<file path="src/hdl/rmpc_pkg.sv">
// Shared types and constants for the RGBA mip chain pixel converter.
package rmpc_pkg;

  localparam int CFG_IDX_W  = 3;
  localparam int CFG_DATA_W = 15;

  localparam logic [CFG_IDX_W-1:0] REG_PIXEL_FORMAT = 3'd0;
  localparam logic [CFG_IDX_W-1:0] REG_BASE_WIDTH   = 3'd1;
  localparam logic [CFG_IDX_W-1:0] REG_BASE_HEIGHT  = 3'd2;
  localparam logic [CFG_IDX_W-1:0] REG_LEVEL_LIMIT  = 3'd3;

  localparam logic [3:0] FMT_ARGB8    = 4'd0;
  localparam logic [3:0] FMT_XRGB8    = 4'd1;
  localparam logic [3:0] FMT_ARGB4    = 4'd2;
  localparam logic [3:0] FMT_XRGB4    = 4'd3;
  localparam logic [3:0] FMT_RGB565   = 4'd4;
  localparam logic [3:0] FMT_ARGB1555 = 4'd5;
  localparam logic [3:0] FMT_XRGB1555 = 4'd6;
  localparam logic [3:0] FMT_AL88     = 4'd7;
  localparam logic [3:0] FMT_L8       = 4'd8;
  localparam logic [3:0] FMT_A8       = 4'd9;

  typedef struct packed {
    logic [7:0] red;
    logic [7:0] green;
    logic [7:0] blue;
    logic [7:0] alpha;
  } in_t;

  typedef struct packed {
    logic [31:0] pixel_bytes;
    logic [2:0]  byte_count;
    logic [3:0]  level;
    logic [13:0] column;
    logic [13:0] row;
    logic        level_end;
    logic        chain_end;
    logic        format_error;
  } out_t;

  typedef struct packed {
    logic [3:0]  fmt;
    logic [3:0]  level;
    logic [13:0] column;
    logic [13:0] row;
    logic        level_end;
    logic        chain_end;
    logic        cfg_bad;
    logic        chain_done;
  } status_t;

endpackage

</file>
<file path="src/hdl/rgba_mip_chain_pixel_converter.sv">
// Top level: input register, conversion and position logic, result register.
// out_valid rises once the item moves from the input register into the result register.
// Throughput: one item per cycle unless out_ready stalls, via a single conversion pass.
// Items after the chain end are consumed and give no result.
// Reset (synchronous, active high) clears both pipeline registers and restarts the chain
// with format 0, 1x1 base and a level limit of 1.
module rgba_mip_chain_pixel_converter
  import rmpc_pkg::*;
#(
  parameter int MAX_DIM = 16384
) (
  input  logic                  clk,
  input  logic                  rst,
  input  logic                  in_valid,
  output logic                  in_ready,
  input  in_t                   in_item,
  output logic                  out_valid,
  input  logic                  out_ready,
  output out_t                  out_item,
  input  logic                  cfg_we,
  input  logic [CFG_IDX_W-1:0]  cfg_index,
  input  logic [CFG_DATA_W-1:0] cfg_data
);

  logic        s1_valid;
  in_t         s1_pix;
  status_t     st;
  logic [31:0] conv_bytes;
  logic [2:0]  conv_count;
  logic        emit;
  logic        s1_go;
  logic        step;
  out_t        result;

  rmpc_ctrl #(
    .MAX_DIM(MAX_DIM)
  ) u_ctrl (
    .clk      (clk),
    .rst      (rst),
    .cfg_we   (cfg_we),
    .cfg_index(cfg_index),
    .cfg_data (cfg_data),
    .step     (step),
    .status   (st)
  );

  rmpc_convert u_convert (
    .fmt  (st.fmt),
    .pix  (s1_pix),
    .bytes(conv_bytes),
    .count(conv_count)
  );

  assign emit     = s1_valid && (st.cfg_bad || !st.chain_done);
  assign s1_go    = s1_valid && (!out_valid || out_ready || !emit);
  assign in_ready = !s1_valid || s1_go;
  assign step     = s1_go && emit && !st.cfg_bad;

  always_comb begin
    if (st.cfg_bad) begin
      result              = '0;
      result.format_error = 1'b1;
    end else begin
      result.pixel_bytes  = conv_bytes;
      result.byte_count   = conv_count;
      result.level        = st.level;
      result.column       = st.column;
      result.row          = st.row;
      result.level_end    = st.level_end;
      result.chain_end    = st.chain_end;
      result.format_error = 1'b0;
    end
  end

  always_ff @(posedge clk) begin
    if (rst) begin
      s1_valid  <= 1'b0;
      out_valid <= 1'b0;
    end else begin
      if (in_valid && in_ready) begin
        s1_valid <= 1'b1;
      end else if (s1_go) begin
        s1_valid <= 1'b0;
      end
      if (s1_go && emit) begin
        out_valid <= 1'b1;
      end else if (out_ready) begin
        out_valid <= 1'b0;
      end
    end
    if (in_valid && in_ready) begin
      s1_pix <= in_item;
    end
    if (s1_go && emit) begin
      out_item <= result;
    end
  end

  // chain is closed by its last item
  a_chain_close: assert property (@(posedge clk) disable iff (rst)
    (step && st.chain_end && !cfg_we) |=> st.chain_done)
    else $error("chain not closed after last item");

  // no item advances the position once the chain is done
  a_no_step_done: assert property (@(posedge clk) disable iff (rst)
    step |-> !st.chain_done)
    else $error("position advanced after chain end");

  // level end moves to the start of the next level
  a_next_level: assert property (@(posedge clk) disable iff (rst)
    (step && st.level_end && !st.chain_end && !cfg_we) |=>
      (st.column == 14'd0 && st.row == 14'd0 && st.level == $past(st.level) + 4'd1))
    else $error("bad level advance");

  // error results carry no bytes
  a_err_empty: assert property (@(posedge clk) disable iff (rst)
    (out_valid && out_item.format_error) |-> (out_item.byte_count == 3'd0 &&
      out_item.pixel_bytes == 32'd0 && !out_item.chain_end))
    else $error("error item carries data");

endmodule

</file>
<file path="src/hdl/rmpc_convert.sv">
// Per-pixel conversion of RGBA8 to the selected packed byte format.
module rmpc_convert
  import rmpc_pkg::*;
(
  input  logic [3:0]  fmt,
  input  in_t         pix,
  output logic [31:0] bytes,
  output logic [2:0]  count
);

  logic [7:0] r4;
  logic [7:0] g4;
  logic [7:0] b4;
  logic [7:0] a4;
  logic       abit;

  assign r4   = {pix.red[7:4], pix.red[7:4]};
  assign g4   = {pix.green[7:4], pix.green[7:4]};
  assign b4   = {pix.blue[7:4], pix.blue[7:4]};
  assign a4   = {pix.alpha[7:4], pix.alpha[7:4]};
  assign abit = (fmt == FMT_XRGB1555) || pix.alpha[7];

  always_comb begin
    unique case (fmt)
      FMT_ARGB8: begin
        bytes = {pix.alpha, pix.red, pix.green, pix.blue};
        count = 3'd4;
      end
      FMT_XRGB8: begin
        bytes = {8'hFF, pix.red, pix.green, pix.blue};
        count = 3'd4;
      end
      FMT_ARGB4: begin
        bytes = {a4, r4, g4, b4};
        count = 3'd4;
      end
      FMT_XRGB4: begin
        bytes = {8'hFF, r4, g4, b4};
        count = 3'd4;
      end
      FMT_RGB565: begin
        bytes = {16'd0, pix.red[7:3], pix.green[7:2], pix.blue[7:3]};
        count = 3'd2;
      end
      FMT_ARGB1555, FMT_XRGB1555: begin
        bytes = {16'd0, abit, pix.red[7:3], pix.green[7:3], pix.blue[7:3]};
        count = 3'd2;
      end
      FMT_AL88: begin
        bytes = {16'd0, pix.alpha, pix.red};
        count = 3'd2;
      end
      FMT_L8: begin
        bytes = {24'd0, pix.red};
        count = 3'd1;
      end
      FMT_A8: begin
        bytes = {24'd0, pix.alpha};
        count = 3'd1;
      end
      default: begin
        bytes = 32'd0;
        count = 3'd0;
      end
    endcase
  end

endmodule

</file>
<file path="src/hdl/rmpc_ctrl.sv">
// Configuration registers and mip chain position tracking.
module rmpc_ctrl
  import rmpc_pkg::*;
#(
  parameter int MAX_DIM = 16384
) (
  input  logic                  clk,
  input  logic                  rst,
  input  logic                  cfg_we,
  input  logic [CFG_IDX_W-1:0]  cfg_index,
  input  logic [CFG_DATA_W-1:0] cfg_data,
  input  logic                  step,
  output status_t               status
);

  localparam int DIM_W = $clog2(MAX_DIM + 1);

  logic [3:0]            pixel_format;
  logic [14:0]           base_width;
  logic [14:0]           base_height;
  logic [3:0]            level_limit;
  logic [DIM_W-1:0]      cur_column;
  logic [DIM_W-1:0]      cur_row;
  logic [DIM_W-1:0]      level_width;
  logic [DIM_W-1:0]      level_height;
  logic [3:0]            cur_level;
  logic                  chain_done;

  logic                  col_last;
  logic                  row_last;
  logic                  lend;
  logic                  cend;
  logic                  cfg_hit;
  logic [14:0]           bw_new;
  logic [14:0]           bh_new;

  function automatic logic [DIM_W-1:0] clamp_dim(input logic [14:0] v);
    if (32'(v) > 32'(MAX_DIM)) begin
      return DIM_W'(MAX_DIM);
    end
    return DIM_W'(v);
  endfunction

  assign col_last = ((DIM_W+1)'(cur_column) + (DIM_W+1)'(1)) >= (DIM_W+1)'(level_width);
  assign row_last = ((DIM_W+1)'(cur_row) + (DIM_W+1)'(1)) >= (DIM_W+1)'(level_height);
  assign lend     = col_last && row_last;
  assign cend     = lend && (((level_width >> 1) == '0) || ((level_height >> 1) == '0) ||
                             ((5'(cur_level) + 5'd1) >= 5'(level_limit)));

  assign cfg_hit = cfg_we && (cfg_index <= REG_LEVEL_LIMIT);
  assign bw_new  = (cfg_index == REG_BASE_WIDTH) ? cfg_data : base_width;
  assign bh_new  = (cfg_index == REG_BASE_HEIGHT) ? cfg_data : base_height;

  always_ff @(posedge clk) begin
    if (rst) begin
      pixel_format <= FMT_ARGB8;
      base_width   <= 15'd1;
      base_height  <= 15'd1;
      level_limit  <= 4'd1;
      cur_column   <= '0;
      cur_row      <= '0;
      cur_level    <= '0;
      chain_done   <= 1'b0;
      level_width  <= DIM_W'(1);
      level_height <= DIM_W'(1);
    end else if (cfg_hit) begin
      unique case (cfg_index)
        REG_PIXEL_FORMAT: pixel_format <= cfg_data[3:0];
        REG_BASE_WIDTH:   base_width   <= cfg_data;
        REG_BASE_HEIGHT:  base_height  <= cfg_data;
        default:          level_limit  <= cfg_data[3:0];
      endcase
      cur_column   <= '0;
      cur_row      <= '0;
      cur_level    <= '0;
      chain_done   <= 1'b0;
      level_width  <= clamp_dim(bw_new);
      level_height <= clamp_dim(bh_new);
    end else if (step) begin
      priority if (cend) begin
        chain_done <= 1'b1;
      end else if (lend) begin
        cur_column   <= '0;
        cur_row      <= '0;
        cur_level    <= cur_level + 4'd1;
        level_width  <= level_width >> 1;
        level_height <= level_height >> 1;
      end else if (col_last) begin
        cur_column <= '0;
        cur_row    <= cur_row + DIM_W'(1);
      end else begin
        cur_column <= cur_column + DIM_W'(1);
      end
    end
  end

  assign status.fmt        = pixel_format;
  assign status.level      = cur_level;
  assign status.column     = 14'(cur_column);
  assign status.row        = 14'(cur_row);
  assign status.level_end  = lend;
  assign status.chain_end  = cend;
  assign status.cfg_bad    = (pixel_format > FMT_A8) || (base_width == '0) ||
                             (base_height == '0) || (level_limit == '0);
  assign status.chain_done = chain_done;

endmodule

</file>
<file path="config.mk">
export PLATFORM = sky130hd
export DESIGN_NAME = rgba_mip_chain_pixel_converter
export DESIGN_NICKNAME = d
export VERILOG_FILES = /design/src/hdl/rmpc_pkg.sv /design/src/hdl/rgba_mip_chain_pixel_converter.sv /design/src/hdl/rmpc_convert.sv /design/src/hdl/rmpc_ctrl.sv
export SDC_FILE = /design/constraint.sdc
export NUM_CORES = 1
export LEC_CHECK = 0
export BUFFER_PORTS_ARGS = -buffer_cell sky130_fd_sc_hd__buf_2
export CAP_MARGIN = 20
export CORE_MARGIN = 5
export CORE_UTILIZATION = 53
export CTS_BUF_LIST = sky130_fd_sc_hd__clkbuf_4
export CTS_CLUSTER_DIAMETER = 200
export CTS_CLUSTER_SIZE = 30
export DETAILED_ROUTE_END_ITERATION = 16
export HOLD_SLACK_MARGIN = 0.02
export PLACE_DENSITY = 0.74
export SLEW_MARGIN = 10
export SYNTH_ARGS = -nofsm -noshare
export SYNTH_HDL_FRONTEND = slang
export SYNTH_SLANG_ARGS = --single-unit
</file>
<file path="constraint.sdc">
create_clock -name clk -period 15.75 [get_ports clk]
set_clock_uncertainty 0.1 [all_clocks]
set_input_delay 1.575 -clock clk [delete_from_list [all_inputs] [get_ports clk]]
set_output_delay 1.575 -clock clk [all_outputs]
set_load 0.02 [all_outputs]
</file>
==> results of run 1 <==
==> final cells by class <==
class | count | area [sq um] | share of cell area, %
clock inverter | 1 | 30.0 | 0.274
sequential | 207 | 5160 | 47.2
clock buffer | 14 | 105 | 0.960
tap | 234 | 293 | 2.67
timing repair buffer | 134 | 691 | 6.31
antenna | 1 | 2.50 | 0.0229
multi-input combinational | 706 | 4500 | 41.1
inverter | 43 | 161 | 1.47
==> metrics by stage <==
step	hold WS, ns	area, sq um	util [%]	cells
after floorplan	0.342	10000	-	1011
after global placement	0.360	10800	57.7	1322
after detailed placement	0.365	10800	57.7	1322
after CTS	0.396	10900	58.4	1337
after global routing	0.420	10900	58.5	1340
final	0.394	10900	58.5	1340
==> path summary, 6_finish.rpt <==
check | from | to | slack, ns | depth (start not counted)
worst min register to register | u_ctrl.base_width[11] | u_ctrl.base_width[11] | 0.39 | 2
worst max-delay path | u_ctrl.cur_column[0] | u_ctrl.level_height[6] | 11.07 | 13
worst min-delay path | u_ctrl.base_width[11] | u_ctrl.base_width[11] | 0.39 | 2
worst max register to register | u_ctrl.cur_column[0] | u_ctrl.level_height[6] | 11.07 | 13
==> power by group <==
group / switching [mW] / internal (mW)
registers: 0.0142 / 0.588
logic: 0.0688 / 0.0374
clock network: 0.151 / 0.0571
==> cell families after synthesis <==
kind of cell	count (synthesis)	synth area share (%)
simple gates	382	17.9
compound gates	232	16.9
xor+xnor	26	2.27
mux	29	2.95
fa+ha+maj	37	4.61
buf+inv	98	3.91
flops	207	51.4
==> worst min-delay path: stages, from the launching register on <==
cell	delay (ns)
dfxtp_1	0.39
nand2_1	0.06
a21oi_1	0.05
==> per-layer routing <==
| metal | vias up | track usage, % |
|---|---|---|
| met5 | - | 0 |
| met1 | 3720 | 33.7 |
| met2 | 305 | 33.8 |
| li1 | 3838 | - |
| met4 | 0 | 3.77 |
| met3 | 19 | 2.45 |
==> cell usage in the layout (no fill, tap or decap), types with 8 or more instances in the layout <==
master / instances
xnor2_1: 13
inv_1: 40
xor2_1: 13
ha_1: 37
a32o_1: 8
o221a_2: 24
and3_1: 10
nand3_1: 23
a21oi_1: 86
a22o_1: 11
nor3_1: 16
edfxtp_1: 102
a211oi_1: 9
mux2i_1: 24
buf_4: 8
nand2_1: 173
and2_1: 35
a21o_1: 9
a222oi_1: 11
nor2_1: 63
o21ai_0: 10
nor4_1: 17
o21a_1: 23
dfxtp_1: 105
buf_2: 126
clkbuf_4: 14
==> flip-flops by register name (all words and copies together) (netlist names), 15 cells and up <==
| name | count |
|---|---|
| s1_pix | 32 |
| u_ctrl.level_width | 15 |
| u_ctrl.base_width | 15 |
| out_item | 70 |
| u_ctrl.cur_row | 15 |
| u_ctrl.level_height | 15 |
| u_ctrl.cur_column | 15 |
| u_ctrl.base_height | 15 |
==> flow_summary.json, run 1 <==
{
  "cts_tree": "yes",
  "route.met2.wl_um": 11000,
  "routed_wl_um": 24400,
  "met1_length_um": 11300,
  "io_pins": 127,
  "row_count": 50,
  "drt-initial-drc-count": 732,
  "numCtsBuffers": 10,
  "core_sq_um": 18700,
  "grt_pass1_wl_um": 39300,
  "drv_slew": 0,
  "path_class": "reg2reg",
  "drive_gt1_share_pct": 17.9,
  "total_power_mw": 0.916,
  "viasPerCell": 5.88,
  "port_buffers": 126,
  "cp_max_fo": 40,
  "crit_family": "simple AND/OR/NAND/NOR gates",
  "synthCells": 1011,
  "vias": 7882,
  "synth_area_leaders": "edfxtp_1, dfxtp_1, nand2_1, ha_1, a21oi_1",
  "clk_pin_slew_worst_paths_ns": 0.30,
  "cp_slowest_stage_delay_ns": 0.82,
  "drt-wirelength-per-cell_um": 18.2,
  "synthFlopType": "dfxtp_1",
  "synth_cell_types": 66,
  "synth_edf_count": 102,
  "area_delta_synth_final_pct": 8.97,
  "cap_violations": 0,
  "setup_viol": 0,
  "hp-class": "reg2reg",
  "h-tree-depth": 1,
  "hold_buffers": 0,
  "gp_congestion": 0.910,
  "met3WireLength_um": 1740,
  "rsz0062_at_grt": "false",
  "yosysTopAreaCellShare_pct": 30.5,
  "place_ws_ns": 11.15,
  "ys_top_cells_by_count": "nand2_1, dfxtp_1, edfxtp_1",
  "fillers": 1615,
  "antenna_found_initial": 1,
  "drt_pre_antenna_iters": 8,
  "dp_hpwl_um": 17400,
  "fmax_mhz": 214,
  "yosys_register_bits": 207,
  "grt_max_degree": 49,
  "p_per_area_nw_per_um2": 83.7,
  "fin_crit_ns": 4.68,
  "ys_warn_count": 0,
  "drtAntennaViolNets": 0,
  "slew_headroom_pct": 29.0,
  "cts_setup_buffers": 0,
  "clkLatencyLatePin_ns": 0.67,
  "crit_chain": "ha_1 -> and3_1 -> and3_1 -> nand3_1 -> nor3_1 -> xnor2_1 -> ha_1 -> and3_1 -> nand3_1 -> o311ai_2 -> nand4b_4 -> nand2_1 -> o221a_2",
  "slowest_stage": "nand2_1",
  "start_util_pct": 53.7,
  "synth_nets": 1103,
  "arrival_ns": 5.18,
  "synth.largest_area_cell": "edfxtp_1",
  "outcome": "finished clean",
  "synth_area_sq_um": 10000,
  "die_h_um": 148,
  "ys_seq_area_share_pct": 51.4,
  "hold_violations": 0,
  "cts_resized": 0,
  "path_common_cell": "and3_1",
  "top_layer_used": "met4",
  "timing.final.ws_setup_ns": 11.07,
  "grt_pass1_vias": 7376,
  "post-route-period-util_pct": 29.7,
  "grt_usage_pct": 21.9,
  "clock_tree.root_cell": "clkbuf_4",
  "die_width_um": 148,
  "synth.avg_cell_area_sq_um": 9.94,
  "ys_async_sr_fraction_pct": 0,
  "path_buf_inv": 0,
  "peakVddDrop_v": 0.000117,
  "cp-end-kind": "flip-flop",
  "cts_buffer_depth": 3,
  "drc": 0,
  "gr-total-overflow": 0,
  "max_slew.worst_pin.slew_ns": 1.06,
  "synth.most_common_cell": "nand2_1",
  "die-area_sq_um": 21800,
  "fin_tns_setup_ns": 0,
  "nets": 1194,
  "cp-start-kind": "flip-flop",
  "cts_sinks": 207,
  "p_leak_nw": 4.27,
  "required_ns": 16.26
}
Power figures use the tool's default switching activity.
==> run 2, diff against run 1 <==
Settings changed: PLACE_DENSITY 0.74 to 0.77.
Clock period 15.75 ns to 4.21 ns, I/O delays scaled along.
==> run 2 against run 1 <==
- worst hold slack worse by 0.25 ns
- critical path depth up 1
- final area rose by 5.3%
- register-to-register slack got worse by 11 ns
- final cell count grew 4.3%
- maximum frequency increased by 17%
- sequential share of layout area is 2.3 points lower
- total power increased to 3.8 times the previous value
==> flow_summary.json, run 2 (synthesis gave the netlist of run 1 again) <==
{
  "outcome": "finished clean",
  "start_util_pct": 53.7,
  "max_slew.worst_pin.slew_ns": 1.06,
  "drive_gt1_share_pct": 18.0,
  "crit_family": "compound AO/OA/AOI/OAI gates",
  "path_common_cell": "and3_1",
  "clkPwrFrac_pct": 22.4,
  "cp-end-kind": "flip-flop",
  "reg.largest.list": "out_item x70, s1_pix x32",
  "total_power_mw": 3.47,
  "layout.cells.non_filler": 1397,
  "crit_chain": "ha_1 -> and3_1 -> and3_1 -> nand3_1 -> nor3_1 -> xnor2_1 -> ha_1 -> and3_1 -> a221oi_1 -> o31a_1 -> o311a_1 -> o31ai_2 -> and2_1 -> a32o_1",
  "clock_tree.root_cell": "clkbuf_4",
  "fin_crit_ns": 3.99,
  "gr-total-overflow": 0,
  "slew_headroom_pct": 28.8,
  "p_per_area_nw_per_um2": 301,
  "nets": 1251,
  "die_h_um": 148,
  "h-tree-depth": 1,
  "fin_tns_setup_ns": 0,
  "drc": 0,
  "io_pins": 127,
  "met1_length_um": 11300,
  "cts_sinks": 207,
  "drt_pre_antenna_iters": 7,
  "rsz0062_at_grt": "true",
  "dp_hpwl_um": 17200,
  "clkLatencyLatePin_ns": 0.66,
  "routed_wl_um": 25000,
  "fmax_mhz": 251,
  "row_count": 50,
  "arrival_ns": 4.50,
  "final_common_cell": "nand2_1",
  "setup_viol": 0,
  "dpl.cell_count": 1332,
  "regMostFlops": "out_item",
  "p_sw_mw": 0.884,
  "cts_buffer_depth": 3,
  "grt_pass1_vias": 7524,
  "required_ns": 4.72,
  "timing.final.ws_setup_ns": 0.223,
  "area_delta_synth_final_pct": 14.7,
  "cp_slowest_stage_delay_ns": 0.48,
  "share_comb_of_total_power_pct": 12.8,
  "vias": 8225,
  "numCtsBuffers": 10,
  "cp-start-kind": "flip-flop",
  "slowest_stage": "dfxtp_1",
  "peakVddDrop_v": 0.000262,
  "cts_tree": "yes",
  "p_leak_nw": 4.52,
  "intPower_mw": 2.59,
  "viasPerCell": 5.89,
  "die_width_um": 148,
  "switching_share_pct": 25.5,
  "grt_max_degree": 59,
  "clk_pin_slew_worst_paths_ns": 0.30,
  "met3WireLength_um": 1940,
  "grt_usage_pct": 22.4,
  "hp-class": "in2reg",
  "top_layer_used": "met4",
  "gp_congestion": 0.878,
  "die-area_sq_um": 21800,
  "largest_reg_flops": 70,
  "cap_violations": 0,
  "place_ws_ns": 0.348,
  "core_sq_um": 18700,
  "route.met2.wl_um": 11000,
  "port_buffers": 126,
  "path_buf_inv": 0,
  "drtAntennaViolNets": 0,
  "hold_violations": 0,
  "fillers": 1561,
  "cts_setup_buffers": 0,
  "post-route-period-util_pct": 94.7,
  "final_cell_mix": "nand2_1, buf_2, dfxtp_1, edfxtp_1, a21oi_1",
  "grt_pass1_wl_um": 40100,
  "drt-wirelength-per-cell_um": 17.9,
  "antenna_found_initial": 1,
  "drt-initial-drc-count": 700,
  "drv_slew": 0,
  "cp_max_fo": 12,
  "path_class": "reg2reg",
  "seq_power_share_pct": 64.8,
  "hold_ws_ns": 0.139
}
[run 2: changes by cell type in the layout (fill, tap and decap cells not counted)]
cell,before,now
and2_1,35,34
and2_2,0,1
buf_12,0,2
buf_4,8,14
dfxtp_1,105,103
dfxtp_2,0,2
dlygate4sd3_1,0,49
[run 2: repair_timing]
| item | in CTS | in global routing |
|---|---|---|
| hold buffers | 49 | 0 |
| setup endpoints to repair | 0 | 22 |
| endpoints found under the hold margin | 70 | 0 |
| gates resized for setup | 0 | 3 |
[run 2: worst paths after layout]
path                                            start  cells after the start                    end  slack [ns]
worst min-delay path                              rst                      4      u_ctrl.chain_done        0.14
worst min register to register  u_ctrl.base_height[3]                      2  u_ctrl.base_height[3]        0.39
worst max register to register   u_ctrl.cur_column[1]                     14  u_ctrl.cur_column[10]        0.22
worst max-delay path             u_ctrl.cur_column[1]                     14  u_ctrl.cur_column[10]        0.22
[run 2: cell type report]
class | instances | area [sq um] | share of cell area, %
well taps | 234 | 293 | 2.54
multi-input cells | 706 | 4500 | 39.1
flip-flops and latches | 207 | 5170 | 44.8
diodes | 1 | 2.50 | 0.0217
repair buffers | 191 | 1270 | 11.0
inverters | 43 | 161 | 1.40
clock inverters | 1 | 30.0 | 0.261
clock buffers | 14 | 105 | 0.912
[run 2: stage by stage]
step | instance area (sq um) | utilization, %
after floorplan | 10100 | -
after global placement | 10900 | 58.2
after detailed placement | 10900 | 58.2
after CTS | 11500 | 61.6
after global routing | 11500 | 61.6
final | 11500 | 61.6
[run 2: worst min-delay path, cell delays in order]
cell and delay (ns):
buf_2 0.10, nor2_1 0.05, buf_4 0.18, and2_1 0.15
[run 2: power by group through the flow]
stage	sequential (mW)	combinational, mW	clock [mW]
after global routing	2.26	0.482	0.863
after global placement	2.29	0.394	0
after CTS	2.25	0.438	0.793
after floorplan	2.31	0.228	0
final	2.25	0.443	0.776
after detailed placement	2.29	0.401	0
[run 2: per-layer routing]
metal,vias to the layer above,GRT usage [%]
met5,-,0
met4,0,6.06
met3,56,3.31
met2,354,34.2
met1,3853,33.5
li1,3962,-
